[src/hdl/gbn_pkg.sv]
package gbn_pkg;

  // Port widths fixed by the interface
  localparam int CMD_W      = 2;
  localparam int SEQ_PORT_W = 16;
  localparam int PAY_PORT_W = 64;
  localparam int WIN_W      = 4;

  // Longest resend run, and the width of a run count (holds MAX_OUT itself)
  localparam int MAX_OUT = 8;
  localparam int CNT_W   = 4;

  // Entries in the queue between front and back
  localparam int QUEUE_DEPTH = 2;

  // Window size after reset
  localparam logic [WIN_W-1:0] WIN_RESET = WIN_W'(4);

  // Commands
  localparam logic [CMD_W-1:0] CMD_SEND    = 2'd0;
  localparam logic [CMD_W-1:0] CMD_ACK     = 2'd1;
  localparam logic [CMD_W-1:0] CMD_TIMEOUT = 2'd2;

  // Timer requests
  typedef enum logic [1:0] {
    TMR_NONE    = 2'd0,
    TMR_START   = 2'd1,
    TMR_STOP    = 2'd2,
    TMR_RESTART = 2'd3
  } tmr_act_e;

endpackage

[src/hdl/go_back_n_sender_unit.sv]
// Go-Back-N sender window. A result passes through the job queue, issue stage and output register.
// Throughput: one send, ack or idle command per cycle unless the queue is full or a run is busy.
// A timeout with n packets outstanding yields n results, one store read each;
// no further item is taken until the last resend read has been issued.
// Reset (rst_ni low, asynchronous): window empty, sequence numbers zero, window size 4,
// result side empty. The packet store is not cleared.
module go_back_n_sender_unit #(
  parameter int BUF_DEPTH    = 8,
  parameter int SEQ_BITS     = 16,
  parameter int PAYLOAD_BITS = 64
) (
  input  logic                               clk_i,
  input  logic                               rst_ni,
  // input queue side
  input  logic                               push,
  output logic                               full,
  input  logic [gbn_pkg::CMD_W-1:0]          command_i,
  input  logic [gbn_pkg::PAY_PORT_W-1:0]     payload_i,
  input  logic [gbn_pkg::SEQ_PORT_W-1:0]     seq_number_i,
  input  logic                               checksum_ok_i,
  // window size register
  input  logic                               window_size_we_i,
  input  logic [gbn_pkg::WIN_W-1:0]          window_size_i,
  // result queue side
  output logic                               empty,
  input  logic                               pop,
  output logic                               accepted_o,
  output logic                               packet_valid_o,
  output logic [gbn_pkg::SEQ_PORT_W-1:0]     packet_seq_o,
  output logic [gbn_pkg::PAY_PORT_W-1:0]     packet_data_o,
  output logic [1:0]                         timer_action_o,
  output logic [gbn_pkg::SEQ_PORT_W-1:0]     timer_stop_seq_o,
  output logic [gbn_pkg::SEQ_PORT_W-1:0]     timer_start_seq_o,
  output logic                               window_full_o,
  output logic                               last_o
);

  import gbn_pkg::*;

  localparam int SLOT_W = $clog2(BUF_DEPTH);

  // One job per accepted item. A plain job already holds its whole result;
  // a resend job holds the first sequence number, its ring slot and the run length.
  typedef struct packed {
    logic                    run;
    logic                    accepted;
    logic                    pkt_vld;
    logic [SEQ_BITS-1:0]     seq;
    logic [SLOT_W-1:0]       slot;
    logic [PAYLOAD_BITS-1:0] data;
    logic [1:0]              tmr_act;
    logic [SEQ_BITS-1:0]     stop_seq;
    logic [SEQ_BITS-1:0]     start_seq;
    logic                    wfull;
    logic [CNT_W-1:0]        cnt;
  } job_t;

  job_t                    front_job, back_job;
  logic                    q_push, q_full, q_pop, q_empty, run_done;
  logic                    ram_we, ram_re;
  logic [SLOT_W-1:0]       ram_waddr, ram_raddr;
  logic [PAYLOAD_BITS-1:0] ram_wdata, ram_rdata;

  // Front: classify the item, update base / next sequence / full flag at once,
  // write sent payloads into the ring and queue a job for the back end.
  gbn_front #(
    .BUF_DEPTH    (BUF_DEPTH),
    .SEQ_BITS     (SEQ_BITS),
    .PAYLOAD_BITS (PAYLOAD_BITS),
    .job_t        (job_t)
  ) u_front (
    .clk_i         (clk_i),
    .rst_ni        (rst_ni),
    .push_i        (push),
    .full_o        (full),
    .command_i     (command_i),
    .payload_i     (payload_i),
    .seq_number_i  (seq_number_i),
    .checksum_ok_i (checksum_ok_i),
    .win_we_i      (window_size_we_i),
    .win_i         (window_size_i),
    .q_full_i      (q_full),
    .q_push_o      (q_push),
    .job_o         (front_job),
    .run_done_i    (run_done),
    .ram_we_o      (ram_we),
    .ram_waddr_o   (ram_waddr),
    .ram_wdata_o   (ram_wdata)
  );

  // Short job queue: lets the front keep taking items while results wait
  gbn_fifo #(
    .job_t (job_t)
  ) u_fifo (
    .clk_i   (clk_i),
    .rst_ni  (rst_ni),
    .push_i  (q_push),
    .job_i   (front_job),
    .full_o  (q_full),
    .pop_i   (q_pop),
    .job_o   (back_job),
    .empty_o (q_empty)
  );

  // Ring of sent payloads, slot = sequence number modulo BUF_DEPTH
  gbn_ram #(
    .WIDTH (PAYLOAD_BITS),
    .DEPTH (BUF_DEPTH)
  ) u_store (
    .clk_i   (clk_i),
    .we_i    (ram_we),
    .waddr_i (ram_waddr),
    .wdata_i (ram_wdata),
    .re_i    (ram_re),
    .raddr_i (ram_raddr),
    .rdata_o (ram_rdata)
  );

  // Back: walk resend runs through the store one packet per cycle while results drain,
  // and hold each result in the output register until popped.
  gbn_back #(
    .BUF_DEPTH    (BUF_DEPTH),
    .SEQ_BITS     (SEQ_BITS),
    .PAYLOAD_BITS (PAYLOAD_BITS),
    .job_t        (job_t)
  ) u_back (
    .clk_i             (clk_i),
    .rst_ni            (rst_ni),
    .job_i             (back_job),
    .q_empty_i         (q_empty),
    .q_pop_o           (q_pop),
    .run_done_o        (run_done),
    .ram_re_o          (ram_re),
    .ram_raddr_o       (ram_raddr),
    .ram_rdata_i       (ram_rdata),
    .pop_i             (pop),
    .empty_o           (empty),
    .accepted_o        (accepted_o),
    .packet_valid_o    (packet_valid_o),
    .packet_seq_o      (packet_seq_o),
    .packet_data_o     (packet_data_o),
    .timer_action_o    (timer_action_o),
    .timer_stop_seq_o  (timer_stop_seq_o),
    .timer_start_seq_o (timer_start_seq_o),
    .window_full_o     (window_full_o),
    .last_o            (last_o)
  );

endmodule

[src/hdl/gbn_ram.sv]
module gbn_ram #(
  parameter int WIDTH = 64,
  parameter int DEPTH = 8
) (
  input  logic                     clk_i,
  input  logic                     we_i,
  input  logic [$clog2(DEPTH)-1:0] waddr_i,
  input  logic [WIDTH-1:0]         wdata_i,
  input  logic                     re_i,
  input  logic [$clog2(DEPTH)-1:0] raddr_i,
  output logic [WIDTH-1:0]         rdata_o
);

  logic [WIDTH-1:0] mem_q [DEPTH];
  logic [WIDTH-1:0] rdata_q;

  always_ff @(posedge clk_i) begin
    if (we_i) begin
      mem_q[waddr_i] <= wdata_i;
    end
    if (re_i) begin
      rdata_q <= mem_q[raddr_i];
    end
  end

  assign rdata_o = rdata_q;

endmodule

[src/hdl/gbn_fifo.sv]
module gbn_fifo #(
  parameter type job_t = logic
) (
  input  logic clk_i,
  input  logic rst_ni,
  input  logic push_i,
  input  job_t job_i,
  output logic full_o,
  input  logic pop_i,
  output job_t job_o,
  output logic empty_o
);

  import gbn_pkg::*;

  localparam int PTR_W = $clog2(QUEUE_DEPTH);

  job_t             entry_q [QUEUE_DEPTH];
  logic [PTR_W-1:0] wr_ptr_q, rd_ptr_q;
  logic [PTR_W:0]   count_q;

  assign full_o  = (count_q == (PTR_W + 1)'(QUEUE_DEPTH));
  assign empty_o = (count_q == '0);
  assign job_o   = entry_q[rd_ptr_q];

  always_ff @(posedge clk_i) begin
    if (push_i) begin
      entry_q[wr_ptr_q] <= job_i;
    end
  end

  always_ff @(posedge clk_i or negedge rst_ni) begin
    if (!rst_ni) begin
      wr_ptr_q <= '0;
      rd_ptr_q <= '0;
      count_q  <= '0;
    end else begin
      if (push_i) begin
        wr_ptr_q <= wr_ptr_q + 1'b1;
      end
      if (pop_i) begin
        rd_ptr_q <= rd_ptr_q + 1'b1;
      end
      if (push_i && !pop_i) begin
        count_q <= count_q + 1'b1;
      end else if (pop_i && !push_i) begin
        count_q <= count_q - 1'b1;
      end
    end
  end

endmodule

[src/hdl/gbn_front.sv]
module gbn_front #(
  parameter int  BUF_DEPTH    = 8,
  parameter int  SEQ_BITS     = 16,
  parameter int  PAYLOAD_BITS = 64,
  parameter type job_t        = logic
) (
  input  logic                               clk_i,
  input  logic                               rst_ni,
  input  logic                               push_i,
  output logic                               full_o,
  input  logic [gbn_pkg::CMD_W-1:0]          command_i,
  input  logic [gbn_pkg::PAY_PORT_W-1:0]     payload_i,
  input  logic [gbn_pkg::SEQ_PORT_W-1:0]     seq_number_i,
  input  logic                               checksum_ok_i,
  input  logic                               win_we_i,
  input  logic [gbn_pkg::WIN_W-1:0]          win_i,
  input  logic                               q_full_i,
  output logic                               q_push_o,
  output job_t                               job_o,
  input  logic                               run_done_i,
  output logic                               ram_we_o,
  output logic [$clog2(BUF_DEPTH)-1:0]       ram_waddr_o,
  output logic [PAYLOAD_BITS-1:0]            ram_wdata_o
);

  import gbn_pkg::*;

  localparam int SLOT_W = $clog2(BUF_DEPTH);
  localparam int SUM_W  = SLOT_W + CNT_W;
  localparam int CAP    = (BUF_DEPTH < MAX_OUT) ? BUF_DEPTH : MAX_OUT;
  localparam logic [SLOT_W-1:0] SLOT_LAST = SLOT_W'(BUF_DEPTH - 1);

  // Reduce a small sum into a ring slot
  function automatic logic [SLOT_W-1:0] slot_mod(input logic [SUM_W-1:0] x);
    logic [SUM_W-1:0] r;
    r = x;
    for (int k = 0; k < MAX_OUT / 2 + 1; k++) begin
      if (r >= SUM_W'(BUF_DEPTH)) begin
        r = r - SUM_W'(BUF_DEPTH);
      end
    end
    return r[SLOT_W-1:0];
  endfunction

  logic [SEQ_BITS-1:0] base_q, base_d, next_q, next_d;
  logic [SLOT_W-1:0]   base_slot_q, base_slot_d, next_slot_q, next_slot_d;
  logic                full_q, full_d;
  logic [WIN_W-1:0]    win_q;
  logic                busy_q;

  logic [WIN_W-1:0]    eff_win;
  logic [SEQ_BITS-1:0] eff_seq, fl, seq_in, off, nb, nfl;
  logic [CNT_W-1:0]    step;
  logic                accept, send_ok, run_push;
  job_t                job;

  always_comb begin
    if (win_q == '0) begin
      eff_win = WIN_W'(1);
    end else if (win_q > WIN_W'(CAP)) begin
      eff_win = WIN_W'(CAP);
    end else begin
      eff_win = win_q;
    end
  end

  assign eff_seq = SEQ_BITS'(eff_win);
  assign fl      = next_q - base_q;
  assign seq_in  = SEQ_BITS'(seq_number_i);
  assign off     = seq_in - base_q;
  assign nb      = seq_in + 1'b1;
  assign nfl     = next_q - nb;
  assign step    = off[CNT_W-1:0] + 1'b1;

  // Stall input while the job queue is full or a resend run still has to read the store
  assign full_o = q_full_i || busy_q;
  assign accept = push_i && !full_o;

  always_comb begin
    job         = '0;
    job.wfull   = full_q;
    base_d      = base_q;
    next_d      = next_q;
    base_slot_d = base_slot_q;
    next_slot_d = next_slot_q;
    full_d      = full_q;
    send_ok     = 1'b0;
    run_push    = 1'b0;
    case (command_i)
      CMD_SEND: begin
        if (full_q || fl >= eff_seq) begin
          full_d    = 1'b1;
          job.wfull = 1'b1;
        end else begin
          send_ok     = 1'b1;
          next_d      = next_q + 1'b1;
          next_slot_d = (next_q == '1 || next_slot_q == SLOT_LAST) ? '0
                                                                   : next_slot_q + 1'b1;
          full_d      = (fl + 1'b1 >= eff_seq);
          job.accepted = 1'b1;
          job.pkt_vld  = 1'b1;
          job.seq      = next_q;
          job.data     = payload_i[PAYLOAD_BITS-1:0];
          job.wfull    = full_d;
          if (fl == '0) begin
            job.tmr_act   = TMR_START;
            job.start_seq = base_q;
          end
        end
      end
      CMD_ACK: begin
        if (checksum_ok_i && off < fl) begin
          base_d = nb;
          full_d = (nfl >= eff_seq);
          // advance the base slot; restart from the raw number on a sequence wrap
          if (nb < SEQ_BITS'(step)) begin
            base_slot_d = slot_mod(SUM_W'(nb[CNT_W-1:0]));
          end else begin
            base_slot_d = slot_mod(SUM_W'(base_slot_q) + SUM_W'(step));
          end
          job.accepted = 1'b1;
          job.stop_seq = base_q;
          job.wfull    = full_d;
          if (nfl != '0) begin
            job.tmr_act   = TMR_RESTART;
            job.start_seq = nb;
          end else begin
            job.tmr_act   = TMR_STOP;
          end
        end
      end
      CMD_TIMEOUT: begin
        job.stop_seq  = seq_in;
        job.start_seq = seq_in;
        job.tmr_act   = TMR_RESTART;
        if (fl != '0) begin
          run_push    = 1'b1;
          job.run     = 1'b1;
          job.pkt_vld = 1'b1;
          job.seq     = base_q;
          job.slot    = base_slot_q;
          job.cnt     = (fl > SEQ_BITS'(MAX_OUT)) ? CNT_W'(MAX_OUT) : fl[CNT_W-1:0];
        end
      end
      default: ;
    endcase
  end

  assign q_push_o    = accept;
  assign job_o       = job;
  assign ram_we_o    = accept && send_ok;
  assign ram_waddr_o = next_slot_q;
  assign ram_wdata_o = payload_i[PAYLOAD_BITS-1:0];

  always_ff @(posedge clk_i or negedge rst_ni) begin
    if (!rst_ni) begin
      base_q      <= '0;
      next_q      <= '0;
      base_slot_q <= '0;
      next_slot_q <= '0;
      full_q      <= 1'b0;
      win_q       <= WIN_RESET;
      busy_q      <= 1'b0;
    end else begin
      if (win_we_i) begin
        win_q <= win_i;
      end
      if (accept) begin
        base_q      <= base_d;
        next_q      <= next_d;
        base_slot_q <= base_slot_d;
        next_slot_q <= next_slot_d;
        full_q      <= full_d;
      end
      if (run_done_i) begin
        busy_q <= 1'b0;
      end else if (accept && run_push) begin
        busy_q <= 1'b1;
      end
    end
  end

endmodule

[src/hdl/gbn_back.sv]
module gbn_back #(
  parameter int  BUF_DEPTH    = 8,
  parameter int  SEQ_BITS     = 16,
  parameter int  PAYLOAD_BITS = 64,
  parameter type job_t        = logic
) (
  input  logic                               clk_i,
  input  logic                               rst_ni,
  input  job_t                               job_i,
  input  logic                               q_empty_i,
  output logic                               q_pop_o,
  output logic                               run_done_o,
  output logic                               ram_re_o,
  output logic [$clog2(BUF_DEPTH)-1:0]       ram_raddr_o,
  input  logic [PAYLOAD_BITS-1:0]            ram_rdata_i,
  input  logic                               pop_i,
  output logic                               empty_o,
  output logic                               accepted_o,
  output logic                               packet_valid_o,
  output logic [gbn_pkg::SEQ_PORT_W-1:0]     packet_seq_o,
  output logic [gbn_pkg::PAY_PORT_W-1:0]     packet_data_o,
  output logic [1:0]                         timer_action_o,
  output logic [gbn_pkg::SEQ_PORT_W-1:0]     timer_stop_seq_o,
  output logic [gbn_pkg::SEQ_PORT_W-1:0]     timer_start_seq_o,
  output logic                               window_full_o,
  output logic                               last_o
);

  import gbn_pkg::*;

  localparam int SLOT_W = $clog2(BUF_DEPTH);
  localparam logic [SLOT_W-1:0] SLOT_LAST = SLOT_W'(BUF_DEPTH - 1);

  function automatic logic [SLOT_W-1:0] slot_next(input logic [SLOT_W-1:0] slot,
                                                  input logic [SEQ_BITS-1:0] seq);
    return (seq == '1 || slot == SLOT_LAST) ? '0 : slot + 1'b1;
  endfunction

  // resend run
  logic [CNT_W-1:0]    run_cnt_q, run_cnt_d;
  logic [SEQ_BITS-1:0] run_seq_q, run_seq_d;
  logic [SLOT_W-1:0]   run_slot_q, run_slot_d;
  logic                run_wfull_q, run_wfull_d;

  // issue stage (store read in flight)
  logic                    s1_vld_q, s1_ram_q, s1_acc_q, s1_pkt_q, s1_wfull_q, s1_last_q;
  logic [SEQ_BITS-1:0]     s1_seq_q, s1_stop_q, s1_start_q;
  logic [PAYLOAD_BITS-1:0] s1_data_q;
  logic [1:0]              s1_act_q;

  // output register
  logic                    out_vld_q, out_acc_q, out_pkt_q, out_wfull_q, out_last_q;
  logic [SEQ_PORT_W-1:0]   out_seq_q, out_stop_q, out_start_q;
  logic [PAY_PORT_W-1:0]   out_data_q;
  logic [1:0]              out_act_q;

  logic                    out_ready, s1_free, run_on, issue;
  logic                    iss_ram, iss_acc, iss_pkt, iss_wfull, iss_last;
  logic [SEQ_BITS-1:0]     iss_seq, iss_stop, iss_start;
  logic [SLOT_W-1:0]       iss_slot;
  logic [PAYLOAD_BITS-1:0] iss_data;
  logic [1:0]              iss_act;

  assign out_ready = !out_vld_q || pop_i;
  assign s1_free   = !s1_vld_q || out_ready;
  assign run_on    = (run_cnt_q != '0);
  assign issue     = s1_free && (run_on || !q_empty_i);
  assign q_pop_o   = s1_free && !run_on && !q_empty_i;

  always_comb begin
    run_cnt_d   = run_cnt_q;
    run_seq_d   = run_seq_q;
    run_slot_d  = run_slot_q;
    run_wfull_d = run_wfull_q;
    if (run_on) begin
      iss_ram   = 1'b1;
      iss_acc   = 1'b0;
      iss_pkt   = 1'b1;
      iss_seq   = run_seq_q;
      iss_slot  = run_slot_q;
      iss_data  = '0;
      iss_act   = TMR_NONE;
      iss_stop  = '0;
      iss_start = '0;
      iss_wfull = run_wfull_q;
      iss_last  = (run_cnt_q == CNT_W'(1));
      run_cnt_d  = run_cnt_q - 1'b1;
      run_seq_d  = run_seq_q + 1'b1;
      run_slot_d = slot_next(run_slot_q, run_seq_q);
    end else begin
      iss_ram   = job_i.run;
      iss_acc   = job_i.accepted;
      iss_pkt   = job_i.pkt_vld;
      iss_seq   = job_i.seq;
      iss_slot  = job_i.slot;
      iss_data  = job_i.data;
      iss_act   = job_i.tmr_act;
      iss_stop  = job_i.stop_seq;
      iss_start = job_i.start_seq;
      iss_wfull = job_i.wfull;
      iss_last  = !job_i.run || (job_i.cnt == CNT_W'(1));
      if (job_i.run) begin
        // first packet goes now, the rest of the run follows from here
        run_cnt_d   = job_i.cnt - 1'b1;
        run_seq_d   = job_i.seq + 1'b1;
        run_slot_d  = slot_next(job_i.slot, job_i.seq);
        run_wfull_d = job_i.wfull;
      end
    end
  end

  assign ram_re_o    = issue && iss_ram;
  assign ram_raddr_o = iss_slot;
  assign run_done_o  = issue && iss_ram && iss_last;

  always_ff @(posedge clk_i or negedge rst_ni) begin
    if (!rst_ni) begin
      run_cnt_q <= '0;
      s1_vld_q  <= 1'b0;
      out_vld_q <= 1'b0;
    end else begin
      if (issue) begin
        run_cnt_q <= run_cnt_d;
      end
      if (s1_free) begin
        s1_vld_q <= issue;
      end
      if (out_ready) begin
        out_vld_q <= s1_vld_q;
      end
    end
  end

  always_ff @(posedge clk_i) begin
    if (issue) begin
      run_seq_q   <= run_seq_d;
      run_slot_q  <= run_slot_d;
      run_wfull_q <= run_wfull_d;
      s1_ram_q    <= iss_ram;
      s1_acc_q    <= iss_acc;
      s1_pkt_q    <= iss_pkt;
      s1_seq_q    <= iss_seq;
      s1_data_q   <= iss_data;
      s1_act_q    <= iss_act;
      s1_stop_q   <= iss_stop;
      s1_start_q  <= iss_start;
      s1_wfull_q  <= iss_wfull;
      s1_last_q   <= iss_last;
    end
    if (s1_vld_q && out_ready) begin
      out_acc_q   <= s1_acc_q;
      out_pkt_q   <= s1_pkt_q;
      out_seq_q   <= SEQ_PORT_W'(s1_seq_q);
      out_data_q  <= PAY_PORT_W'(s1_ram_q ? ram_rdata_i : s1_data_q);
      out_act_q   <= s1_act_q;
      out_stop_q  <= SEQ_PORT_W'(s1_stop_q);
      out_start_q <= SEQ_PORT_W'(s1_start_q);
      out_wfull_q <= s1_wfull_q;
      out_last_q  <= s1_last_q;
    end
  end

  assign empty_o           = !out_vld_q;
  assign accepted_o        = out_acc_q;
  assign packet_valid_o    = out_pkt_q;
  assign packet_seq_o      = out_seq_q;
  assign packet_data_o     = out_data_q;
  assign timer_action_o    = out_act_q;
  assign timer_stop_seq_o  = out_stop_q;
  assign timer_start_seq_o = out_start_q;
  assign window_full_o     = out_wfull_q;
  assign last_o            = out_last_q;

endmodule
[config.mk]
export PLATFORM = sky130hd
export DESIGN_NAME = go_back_n_sender_unit
export DESIGN_NICKNAME = d
export VERILOG_FILES = /design/src/hdl/gbn_pkg.sv /design/src/hdl/go_back_n_sender_unit.sv /design/src/hdl/gbn_ram.sv /design/src/hdl/gbn_fifo.sv /design/src/hdl/gbn_front.sv /design/src/hdl/gbn_back.sv
export SDC_FILE = /design/constraint.sdc
export NUM_CORES = 1
export LEC_CHECK = 0
export ABC_AREA = 1
export BUFFER_PORTS_ARGS = -buffer_cell sky130_fd_sc_hd__clkbuf_2
export CAP_MARGIN = 20
export CORE_MARGIN = 4
export CORE_UTILIZATION = 47
export DETAILED_ROUTE_END_ITERATION = 8
export GPL_ROUTABILITY_DRIVEN = 1
export MAX_ROUTING_LAYER = met4
export SYNTH_ARGS = -nofsm -noshare
export SYNTH_HDL_FRONTEND = slang
export SYNTH_SLANG_ARGS = --single-unit
[constraint.sdc]
create_clock -name clk_i -period 11.1 [get_ports clk_i]
set_input_delay 0.555 -clock clk_i [delete_from_list [all_inputs] [get_ports clk_i]]
set_output_delay 0.555 -clock clk_i [all_outputs]
set_load 0.1 [all_outputs]
==> run summary <==
Most frequent cells after synthesis: edfxtp_1, nand2_1, inv_1, a21oi_1, nor2_1
Cell row count: 117
CP Launch Type: register
Post-synth cell types: 66
Mean Syn Cell Area: 12.4 um^2
Yosys warnings: 0
Hold buffers post-CTS: 0
Initial antenna violation count: 13
Post-cts resize count: 0
I/O Buffers: 211
Most common cell in the netlist: edfxtp_1
Starting Density: 0.475
Power per cell area: 285 nW/um^2
Pin count of the biggest net entering global routing: 215
Vias in the first global route: 29306
Die X: 329 um
Leakage: 20.7 nW
Worst Reg-to-Reg Cells: 15
Detail Placement HPWL: 70700 um
Clk_lat worst skew: 710 ps
Worst EP arrival: 5500 ps
Multi-input logic area: 12400 um^2
Final #Nets: 4296
Post-synth top area share: 0.671
Cell area after synthesis: 48500 um^2
Worst hold path class: input pin to asynchronous set/reset pin
Outcome: complete, no violations
I/O pin cnt: 212
Critical Path RT: 11400 ps
CTS Sinks: 1137
Synth async-reset ratio: 0.0475
Htree depth: 3
Total core area: 102000 um^2
Fmax: 192 MHz
Number of synthesized register bits: 1137
Seq. cell area: 33900 um^2
Max_cap viols: 0
Slew Limit Fails: 0
Worst vdd ir: 222 uV
Slowest cell on the critical path: buf_4
Final cycle utilization of the critical path: 0.468
Hold Fails Final Rpt: 0
CTS tree: done
Final setup TNS: 0 ps
Detailed Routing Iterations Pass 1: 6
Worst-path fanout max: 56
Post-CTS Setup Bufs: 0
Root Driver: clkbuf_16
Share of cells above drive strength 1: 0.133
Vias: 30250
Final setup viols: 0
TritonCTS Buffers: 116
Crit-path cells: inv_1 > ha_1 > fa_1 > xor2_1 > inv_1 > ha_1 > o21ai_0 > a21oi_1 > nor3_4 > inv_2 > nor2_4 > nand2_2 > or2_1 > nor3_2 > buf_4
Slew @ Worst Pin: 1150 ps
EDFF count, synth: 1083
Routed length per instance: 21.3 um
Clock Skew: 44.8 ps
Tot Pwr: 15.5 mW
Unrepaired setup endpoints after global routing: false
Total track usage: 0.224
Sequential cell area fraction in the yosys report: 0.699
Clk slew on worst S/H paths: 70 ps
Ranking of synthesized cells by area: edfxtp_1, nand2_1, a21oi_1
Mapped Nets: 4111
Final WL: 119000 um
Primary FF master, synth: edfxtp_1
Drt drc: 0
Die Span Y: 329 um
Global route total overflow: 0
Final Wtd Congestion: 0.926
Fillers: 8740
Clock buffer depth: 3
Global-route wire length before repair: 179000 um
Setup CP Type: register to register
Area grow syn2layout: 12.6%
DIE AREA: 108000 um^2
Post-route ant nets: 0
Slowest Stage Delay on Critical Path: 880 ps
Mean number of vias per cell: 5.42
Rel. slew slack: 0.234
Final min period: 5200 ps
Cell accounting for the most synthesized area: edfxtp_1
Cells after Synth: 3924
Critical Path Sink Type: register
First DRT Iteration DRCs: 2360
-- routing by layer --
layer | track usage | up-vias | part of all wire
met5 | - | - | 0
met1 | 0.291 | 14822 | 0.43
met2 | 0.365 | 846 | 0.49
met4 | 0.0663 | 0 | 0.028
li1 | - | 14372 | -
met3 | 0.0389 | 210 | 0.060
-- where the power goes --
part / total [mW] / internal, mW / switching, mW
clock network: 3.70 / 2.09 / 1.62
logic: 5.78 / 1.45 / 4.33
registers: 6.07 / 5.79 / 0.274
total: 15.5 / 9.33 / 6.22
-- cell type report --
| type | instances | area share |
|---|---|---|
| Sequential cell | 1137 | 0.621 |
| Multi-Input combinational cell | 2185 | 0.227 |
| Clock buffer | 147 | 0.0554 |
| Tap cell | 1368 | 0.0314 |
| Inverter | 414 | 0.0287 |
| Timing Repair Buffer | 255 | 0.0256 |
| Clock inverter | 60 | 0.0106 |
| Antenna cell | 13 | 0.000596 |
-- registers in the layout, summed over array words and instances, names as in the netlist, 3 cells and up --
register                  count
u_store.mem_q               512
u_fifo.entry_q              250
u_back.packet_data_o         64
u_back.s1_data_q             64
u_store.rdata_o              64
u_back.packet_seq_o          16
u_back.run_seq_q             16
u_back.s1_seq_q              16
u_back.s1_start_q            16
u_back.s1_stop_q             16
u_back.timer_start_seq_o     16
u_back.timer_stop_seq_o      16
u_front.base_q               16
u_front.next_q               16
u_back.run_cnt_q              4
u_front.win_q                 4
u_back.run_slot_q             3
u_front.base_slot_q           3
u_front.ram_waddr_o           3
-- cells in the final DEF, fill, tap and decap left out, drive strengths merged, types with 2 or more instances in the layout --
master    instances
edfxtp         1083
nand2           597
inv             418
a21oi           380
clkbuf          358
nor2            314
o21ai           206
nand3           110
ha               91
a31oi            71
o211ai           66
mux2             64
o32ai            64
xor2             63
dfrtp            53
clkinv           46
buf              44
nor3             34
nand4            23
mux2i            18
o22ai            17
diode            13
xnor2            13
nor4             10
bufinv            7
or2               7
o21bai            6
a21boi            5
o31ai             4
fa                4
nand3b            3
clkinvlp          3
a21o              2
a211oi            2
-- cell families (layout without fill, tap and decap cells) --
logic type	Yosys count	in the layout	share of synthesized area
DFF	1137	1137	0.699
AOI/OAI and AO/OA	829	829	0.0981
muxes	82	82	0.0186
adders and majority gates	95	95	0.0251
xor gates and xnor gates	76	76	0.0140
buffers and inverters	602	876	0.0486
other	0	13	0
and+or+nand+nor	1103	1103	0.0965
-- through the flow --
step                setup WS (ps)  cell area [um^2]  hold slack (ps)  utilization  std cells
floorplan                    3390             48500              259            -       3924
global placement             5910             50900              403        0.499       5359
detailed placement           5850             50900              405        0.499       5359
CTS                          5900             54500             38.6        0.534       5566
global route                 5450             54500             53.6        0.535       5576
finish                       5900             54500             34.0        0.535       5579
-- critical path, delay by kind of cell (launching register included) --
family | cells | cell delay [ps]
flops | 1 | 380
simple gates | 5 | 1460
buf+inv | 4 | 1180
fa+ha+maj | 3 | 1050
compound gates | 2 | 220
xor+xnor | 1 | 470
-- final timing paths --
path	end	slack [ps]	startpoint
setup / recovery	u_store.mem_q[0][56]	5900	u_front.next_q[0]
hold / removal	u_front.base_q[13]	30	rst_ni
setup reg to reg	u_store.mem_q[0][56]	5900	u_front.next_q[0]
hold reg to reg	u_back.packet_seq_o[12]	400	u_back.s1_seq_q[12]
max in group asynchronous	u_fifo.rd_ptr_q	10360	rst_ni
min in group clk_i	u_front.win_q[3]	90	window_size_i[3]
No activity file was read; power rests on OpenSTA's default activity.
